**src/rtl/core/dlt_pkg.sv**
```systemverilog
// shared types and opcodes for the device liveness table
`timescale 1ns / 1ps

package dlt_pkg;

    localparam int MAX_DEVICES_DEF = 16;

    localparam int OP_W    = 3;
    localparam int TYPE_W  = 2;
    localparam int ADDR_W  = 16;
    localparam int ACT_W   = 8;
    localparam int COUNT_W = 5;

    localparam int S_TDATA_W = 24;
    localparam int M_TDATA_W = 8;

    localparam logic [OP_W-1:0] OP_INSERT   = 3'd0;
    localparam logic [OP_W-1:0] OP_REMOVE   = 3'd1;
    localparam logic [OP_W-1:0] OP_FIND     = 3'd2;
    localparam logic [OP_W-1:0] OP_TICK_INC = 3'd3;
    localparam logic [OP_W-1:0] OP_TICK_CLR = 3'd4;
    localparam logic [OP_W-1:0] OP_CLR_ALL  = 3'd5;
    localparam logic [OP_W-1:0] OP_PURGE    = 3'd6;
    localparam logic [OP_W-1:0] OP_COUNT    = 3'd7;

    // command token that walks the row of cells
    typedef struct packed {
        logic              valid;
        logic [OP_W-1:0]   op;
        logic [TYPE_W-1:0] dev_type;
        logic [ADDR_W-1:0] addr;
        logic              hit;
        logic              claimed;
    } tok_t;

    // end-of-command broadcast to every cell
    typedef struct packed {
        logic apply;
        logic commit;
    } cmt_t;

endpackage

```
**src/rtl/core/dlt_cell.sv**
```systemverilog
// one table entry with its key compare, update and token hand-off
`timescale 1ns / 1ps

module dlt_cell #(
    parameter int CNT_W = 5
) (
    input  logic              aclk,
    input  logic              aresetn,
    input  dlt_pkg::tok_t     tok_in,
    input  logic [CNT_W-1:0]  cnt_in,
    input  dlt_pkg::cmt_t     cmt,
    output dlt_pkg::tok_t     tok_out,
    output logic [CNT_W-1:0]  cnt_out
);
    import dlt_pkg::*;

    logic              valid_reg, valid_next;
    logic              pend_reg, pend_next;
    logic [TYPE_W-1:0] type_reg, type_next;
    logic [ADDR_W-1:0] addr_reg, addr_next;
    logic [ACT_W-1:0]  act_reg, act_next;
    tok_t              tok_reg, tok_next;
    logic [CNT_W-1:0]  cnt_reg, cnt_next;

    logic match;
    logic claim;

    assign match = valid_reg && (type_reg == tok_in.dev_type) && (addr_reg == tok_in.addr);

    always_comb begin
        valid_next = valid_reg;
        pend_next  = pend_reg;
        type_next  = type_reg;
        addr_next  = addr_reg;
        act_next   = act_reg;
        tok_next   = tok_in;
        claim      = 1'b0;

        if (tok_in.valid) begin
            case (tok_in.op)
                OP_INSERT: begin
                    tok_next.hit = tok_in.hit | match;
                    if (!valid_reg && !tok_in.claimed) begin
                        claim            = 1'b1;
                        pend_next        = 1'b1;
                        type_next        = tok_in.dev_type;
                        addr_next        = tok_in.addr;
                        act_next         = ACT_W'(1);
                        tok_next.claimed = 1'b1;
                    end
                end
                OP_REMOVE: begin
                    tok_next.hit = tok_in.hit | match;
                    if (match) begin
                        valid_next = 1'b0;
                    end
                end
                OP_FIND: begin
                    tok_next.hit = tok_in.hit | match;
                end
                OP_TICK_INC: begin
                    tok_next.hit = tok_in.hit | match;
                    if (match) begin
                        act_next = act_reg + ACT_W'(1);
                    end
                end
                OP_TICK_CLR: begin
                    tok_next.hit = tok_in.hit | match;
                    if (match) begin
                        act_next = '0;
                    end
                end
                OP_CLR_ALL: begin
                    if (valid_reg) begin
                        act_next = '0;
                    end
                end
                OP_PURGE: begin
                    if (valid_reg && (act_reg == '0)) begin
                        valid_next = 1'b0;
                    end
                end
                default: begin
                end
            endcase
        end

        cnt_next = cnt_in + CNT_W'(valid_next | claim);

        // insert outcome settled once the token has left the row
        if (cmt.apply) begin
            pend_next = 1'b0;
            if (cmt.commit && pend_reg) begin
                valid_next = 1'b1;
            end
        end
    end

    always_ff @(posedge aclk) begin
        if (!aresetn) begin
            valid_reg <= 1'b0;
            pend_reg  <= 1'b0;
            tok_reg   <= '0;
        end else begin
            valid_reg <= valid_next;
            pend_reg  <= pend_next;
            tok_reg   <= tok_next;
        end
    end

    always_ff @(posedge aclk) begin
        type_reg <= type_next;
        addr_reg <= addr_next;
        act_reg  <= act_next;
        cnt_reg  <= cnt_next;
    end

    assign tok_out = tok_reg;
    assign cnt_out = cnt_reg;

endmodule

```
**src/rtl/core/device_liveness_table_core.sv**
```systemverilog
// top level of the device liveness table: command intake, row of cells, result register
`timescale 1ns / 1ps

// Each command travels the row of MAX_DEVICES cells as a token, one cell per
// clock, from the intake register through the cells to the finished-token
// register, and one command is in the row at a time. The next command is taken
// as soon as the previous result is loaded into the output register, even while
// that result still waits. An insert parks its key in the lowest free cell on the
// way and is committed or dropped when its result is loaded into the output
// register, depending on whether the key was found elsewhere in the row.
module device_liveness_table_core #(
    parameter int MAX_DEVICES = dlt_pkg::MAX_DEVICES_DEF
) (
    input  logic                           aclk,
    input  logic                           aresetn,
    input  logic                           s_tvalid,
    output logic                           s_tready,
    // opcode[2:0], dev_kind[4:3], short_addr[20:5], zero fill
    input  logic [dlt_pkg::S_TDATA_W-1:0]  s_tdata,
    output logic                           m_tvalid,
    input  logic                           m_tready,
    // ok[0], entry_count[5:1], zero fill
    output logic [dlt_pkg::M_TDATA_W-1:0]  m_tdata
);
    import dlt_pkg::*;

    localparam int CNT_W = $clog2(MAX_DEVICES + 1);

    tok_t              link_tok [MAX_DEVICES+1];
    logic [CNT_W-1:0]  link_cnt [MAX_DEVICES+1];
    cmt_t              cmt;

    logic              busy_reg, busy_next;
    tok_t              tok_reg, tok_next;
    tok_t              fin_reg, fin_next;
    logic [CNT_W-1:0]  fin_cnt_reg, fin_cnt_next;
    logic              m_valid_reg, m_valid_next;
    logic              m_ok_reg, m_ok_next;
    logic [COUNT_W-1:0] m_cnt_reg, m_cnt_next;

    logic              s_accept;
    logic              release_fin;
    logic              ok_fin;
    logic [CNT_W-1:0]  cnt_fin;
    logic [CNT_W+COUNT_W-1:0] cnt_ext;

    assign s_tready = !busy_reg;
    assign s_accept = s_tvalid && s_tready;

    assign link_tok[0] = tok_reg;
    assign link_cnt[0] = '0;

    genvar gi;
    generate
        for (gi = 0; gi < MAX_DEVICES; gi++) begin : g_cell
            dlt_cell #(
                .CNT_W (CNT_W)
            ) u_cell (
                .aclk    (aclk),
                .aresetn (aresetn),
                .tok_in  (link_tok[gi]),
                .cnt_in  (link_cnt[gi]),
                .cmt     (cmt),
                .tok_out (link_tok[gi+1]),
                .cnt_out (link_cnt[gi+1])
            );
        end
    endgenerate

    assign release_fin = fin_reg.valid && (!m_valid_reg || m_tready);
    assign cmt.apply   = release_fin;
    assign cmt.commit  = release_fin && (fin_reg.op == OP_INSERT)
                         && fin_reg.claimed && !fin_reg.hit;

    always_comb begin
        case (fin_reg.op)
            OP_INSERT:   ok_fin = fin_reg.hit | fin_reg.claimed;
            OP_REMOVE:   ok_fin = fin_reg.hit;
            OP_FIND:     ok_fin = fin_reg.hit;
            OP_TICK_INC: ok_fin = fin_reg.hit;
            OP_TICK_CLR: ok_fin = fin_reg.hit;
            default:     ok_fin = 1'b1;
        endcase
    end

    // a parked insert slot was counted on the way; drop it when the key already existed
    assign cnt_fin = fin_cnt_reg - CNT_W'((fin_reg.op == OP_INSERT)
                                          && fin_reg.hit && fin_reg.claimed);
    assign cnt_ext = {{COUNT_W{1'b0}}, cnt_fin};

    always_comb begin
        tok_next          = '0;
        tok_next.valid    = s_accept;
        tok_next.op       = s_tdata[OP_W-1:0];
        tok_next.dev_type = s_tdata[OP_W +: TYPE_W];
        tok_next.addr     = s_tdata[OP_W+TYPE_W +: ADDR_W];

        busy_next    = busy_reg;
        fin_next     = fin_reg;
        fin_cnt_next = fin_cnt_reg;
        m_valid_next = m_valid_reg;
        m_ok_next    = m_ok_reg;
        m_cnt_next   = m_cnt_reg;

        if (m_valid_reg && m_tready) begin
            m_valid_next = 1'b0;
        end
        if (release_fin) begin
            m_valid_next   = 1'b1;
            m_ok_next      = ok_fin;
            m_cnt_next     = cnt_ext[COUNT_W-1:0];
            fin_next.valid = 1'b0;
            busy_next      = 1'b0;
        end
        if (link_tok[MAX_DEVICES].valid) begin
            fin_next     = link_tok[MAX_DEVICES];
            fin_cnt_next = link_cnt[MAX_DEVICES];
        end
        if (s_accept) begin
            busy_next = 1'b1;
        end
    end

    always_ff @(posedge aclk) begin
        if (!aresetn) begin
            busy_reg    <= 1'b0;
            tok_reg     <= '0;
            fin_reg     <= '0;
            m_valid_reg <= 1'b0;
        end else begin
            busy_reg    <= busy_next;
            tok_reg     <= tok_next;
            fin_reg     <= fin_next;
            m_valid_reg <= m_valid_next;
        end
    end

    always_ff @(posedge aclk) begin
        fin_cnt_reg <= fin_cnt_next;
        m_ok_reg    <= m_ok_next;
        m_cnt_reg   <= m_cnt_next;
    end

    assign m_tvalid = m_valid_reg;
    assign m_tdata  = {{(M_TDATA_W-COUNT_W-1){1'b0}}, m_cnt_reg, m_ok_reg};

endmodule

```
**config.mk**
```make
export PLATFORM = sky130hd
export DESIGN_NAME = device_liveness_table_core
export DESIGN_NICKNAME = d
export VERILOG_FILES = /design/src/rtl/core/dlt_pkg.sv /design/src/rtl/core/dlt_cell.sv /design/src/rtl/core/device_liveness_table_core.sv
export SDC_FILE = /design/constraint.sdc
export NUM_CORES = 1
export LEC_CHECK = 0
export ABC_AREA = 1
export BUFFER_PORTS_ARGS = -buffer_cell sky130_fd_sc_hd__buf_2
export CAP_MARGIN = 20
export CORE_ASPECT_RATIO = 2
export CORE_UTILIZATION = 50
export CTS_BUF_LIST = sky130_fd_sc_hd__clkbuf_8
export DETAILED_ROUTE_END_ITERATION = 8
export GPL_TIMING_DRIVEN = 0
export PLACE_DENSITY = 0.64
export SLEW_MARGIN = 15
export SYNTH_ARGS = -nofsm -noshare
export SYNTH_HDL_FRONTEND = slang
export SYNTH_SLANG_ARGS = --single-unit
```
**constraint.sdc**
```tcl
create_clock -name aclk -period 2.1 [get_ports aclk]
set_input_delay 0.315 -clock aclk [delete_from_list [all_inputs] [get_ports aclk]]
set_output_delay 0.315 -clock aclk [all_outputs]
set_load 0.05 [all_outputs]
```
==> flow_summary.yaml <==
sta:
  slew_headroom_pct: 26.97
  setup_viol: 0
  fin_crit_ps: 2061
  fin_skew_ps: 31.24
  slew_viol_final: 0
  finalHoldViolCount: 0
  grt_setup_unrepaired: "yes"
  timing.final.crit_share_pct: 98.13
  tightest_slew_ps: 1095
  fmax_mhz: 485.3
  tns_ps: 0
grt:
  grt.overflow.total: 0
  grtUsageTotal_pct: 22.99
  grt_pass1_vias: 27030
  antenna_found_initial: 1
  grt_max_degree: 20
  grt_first_pass_wirelength_um: 134200
floorplanning:
  die_w_um: 196.9
  core_area_um2: 74980
  dieArea_um2: 77140
  initial_core_util_pct: 50.66
  io_pins: 38
  fp.dieH_um: 391.8
  rows: 142
drt:
  wl_per_cell_um: 14.98
  route.detailed.drc: 0
  postRouteAntennaNets: 0
  vias: 27240
  drt-initial-drc-count: 1034
  drt-pass1-iter-count: 5
  viasPerCell: 4.716
  routed_wl_um: 86550
synth:
  syn_inst: 4412
  synth_commonest_cells: "nand2_1 (1,167), inv_1 (998), nor2_1 (533), dfxtp_1 (498), edfxtp_1 (427)"
  synth_edf_count: 427
  netlist_top_cells_area: "edfxtp_1 (34%), dfxtp_1 (26%), nand2_1 (12%), inv_1 (9.9%), nor2_1 (5.3%)"
  yosysSeqAreaShare_pct: 60.01
  synth_top_area_share_pct: 33.76
  synth-main-ff-cell: "dfxtp_1"
  syn_area_um2: 37980
  ys_seq_elements: 925
  synth_most_common_cell: "nand2_1"
  synth_cell_type_count: 46
  yosysTopAreaCell: "edfxtp_1"
  avgSynthCellArea_um2: 8.609
  async_flop_share_pct: 0
  synth_warnings: 0
critical_path:
  arrival_ps: 2740
  path_max_fanout: 2
  timing_worst_setup_path_type: "reg2reg"
  endpoint_kind: "register"
  worst_setup_path_start_kind: "register"
  cp.required_ps: 2780
clock_network:
  cts-buffers-inserted: 131
  cts.sinks: 925
  root_buffer: "clkbuf_8"
  cts_buffer_depth: 3
  path_clk_slew_ps: 70
  cts_tree: "built"
  clock_latency_ps: 780
  ctsHtreeMaxLevel: 4
power:
  power.density_nw_per_um2: 765.4
  vdd_drop_max_mv: 0.6625
  p_leak_uw: 0.02086
placement:
  io_buffer_count: 32
  place_area_um2: 39630
  gp_congestion: 0.8664
  hpwlAfterDp_um: 64790
  dp_cells: 5469
finish:
  layout-drive-gt1-share_pct: 12.38
  instances_no_fill: 5776
  largest_reg_flops: 366
  final_cell_area_um2: 43860
  final_nets: 4749
  syn_to_final_growth_pct: 15.47
run_status:
  status: "completed"
run:
  cap_violations: 0
worst_hold_path:
  min-delay-path-class: "in2reg"
[worst max-delay path, stage by stage (launching register included)]
cell and delay [ps]:
edfxtp_1 380, nand2_1 70, nand2_1 50, nor2_2 160, nand2_1 80, nor2_2 140
nand3_4 140, buf_6 150, nand2_4 60, nand2_4 60, nand2_4 80, o21ai_4 70
ha_4 180, ha_4 160, nand3_2 70, xnor2_1 110
[report_power, final]
group / switching, uW / internal [uW]
logic: 488 / 206
registers: 139 / 18900
clock network: 6800 / 7080
total: 7420 / 26100
[metrics by stage]
step / util, % / hold slack (ps) / power, uW / setup slack, ps
2_1_floorplan: - / 385.5 / 19730 / 67.51
3_3_place_gp: 52.56 / 386.9 / 20020 / -883.9
3_5_place_dp: 52.86 / 389.7 / 20040 / -524.3
4_1_cts: 57.62 / 132.8 / 33950 / -26.94
5_1_grt: 58.49 / 175.2 / 34740 / -45.22
6_report: 58.49 / 197.7 / 33570 / 39.33
[area by class of cell]
type / instances / area [um2]
Antenna cell: 1 / 2.502
Buffer: 54 / 244.0
Clock buffer: 157 / 2161
Clock inverter: 85 / 439.2
Fill cell: 6723 / 31120
Inverter: 1001 / 3765
Multi-Input combinational cell: 2433 / 12160
Sequential cell: 925 / 22920
Tap cell: 1008 / 1261
Timing Repair Buffer: 112 / 912.1
[cell families after synthesis]
| family | share of synthesized area, % |
|---|---|
| buffers and inverters | 10.53 |
| AOI/OAI and AO/OA | 3.373 |
| other | 0.009873 |
| and+or+nand+nor | 22.04 |
| adders and majority gates | 2.075 |
| DFF | 60.01 |
| xor gates and xnor gates | 1.960 |
[worst paths after layout]
path | from | end | slack (ps) | depth (start not counted)
worst max-delay path | g_cell[13].u_cell.addr_reg[1] | g_cell[13].u_cell.cnt_out[4] | 40 | 15
worst min-delay path | aresetn | g_cell[11].u_cell.tok_out[23] | 200 | 4
worst max register to register | g_cell[13].u_cell.addr_reg[1] | g_cell[13].u_cell.cnt_out[4] | 40 | 15
worst min register to register | g_cell[15].u_cell.cnt_out[1] | fin_cnt_reg[1] | 400 | 0
[cells in the final DEF (no fill, tap or decap), types with 37 or more instances in the layout]
cell and instances:
dfxtp_2 73, nor3_1 84, buf_4 42, ha_1 37, inv_1 1039, a21oi_1 105, nor2_1 486, edfxtp_1 427
nor2_2 40, buf_2 51, nand2_1 1139, dfxtp_1 416, nand3_1 107, xnor2_1 56, clkbuf_8 157, o21ai_0 70
[layer usage]
| metal | up-vias | wire length [um] | track usage (%) |
|---|---|---|---|
| met4 | 0 | 6747 | 16.89 |
| met3 | 268 | 2491 | 3.344 |
| li1 | 13960 | - | - |
| met5 | - | 0 | 0 |
| met1 | 12550 | 27260 | 18.75 |
| met2 | 468 | 50050 | 47.52 |
[what timing repair did]
item	4_1_cts	5_1_grt
hold buffers	23	0
setup endpoints to repair	197	109
resized for setup	187	128
buffers inserted	18	24
hold endpoints to repair	25	0
pin swaps	48	83
Note: power is estimated with default switching activity, not from simulation.
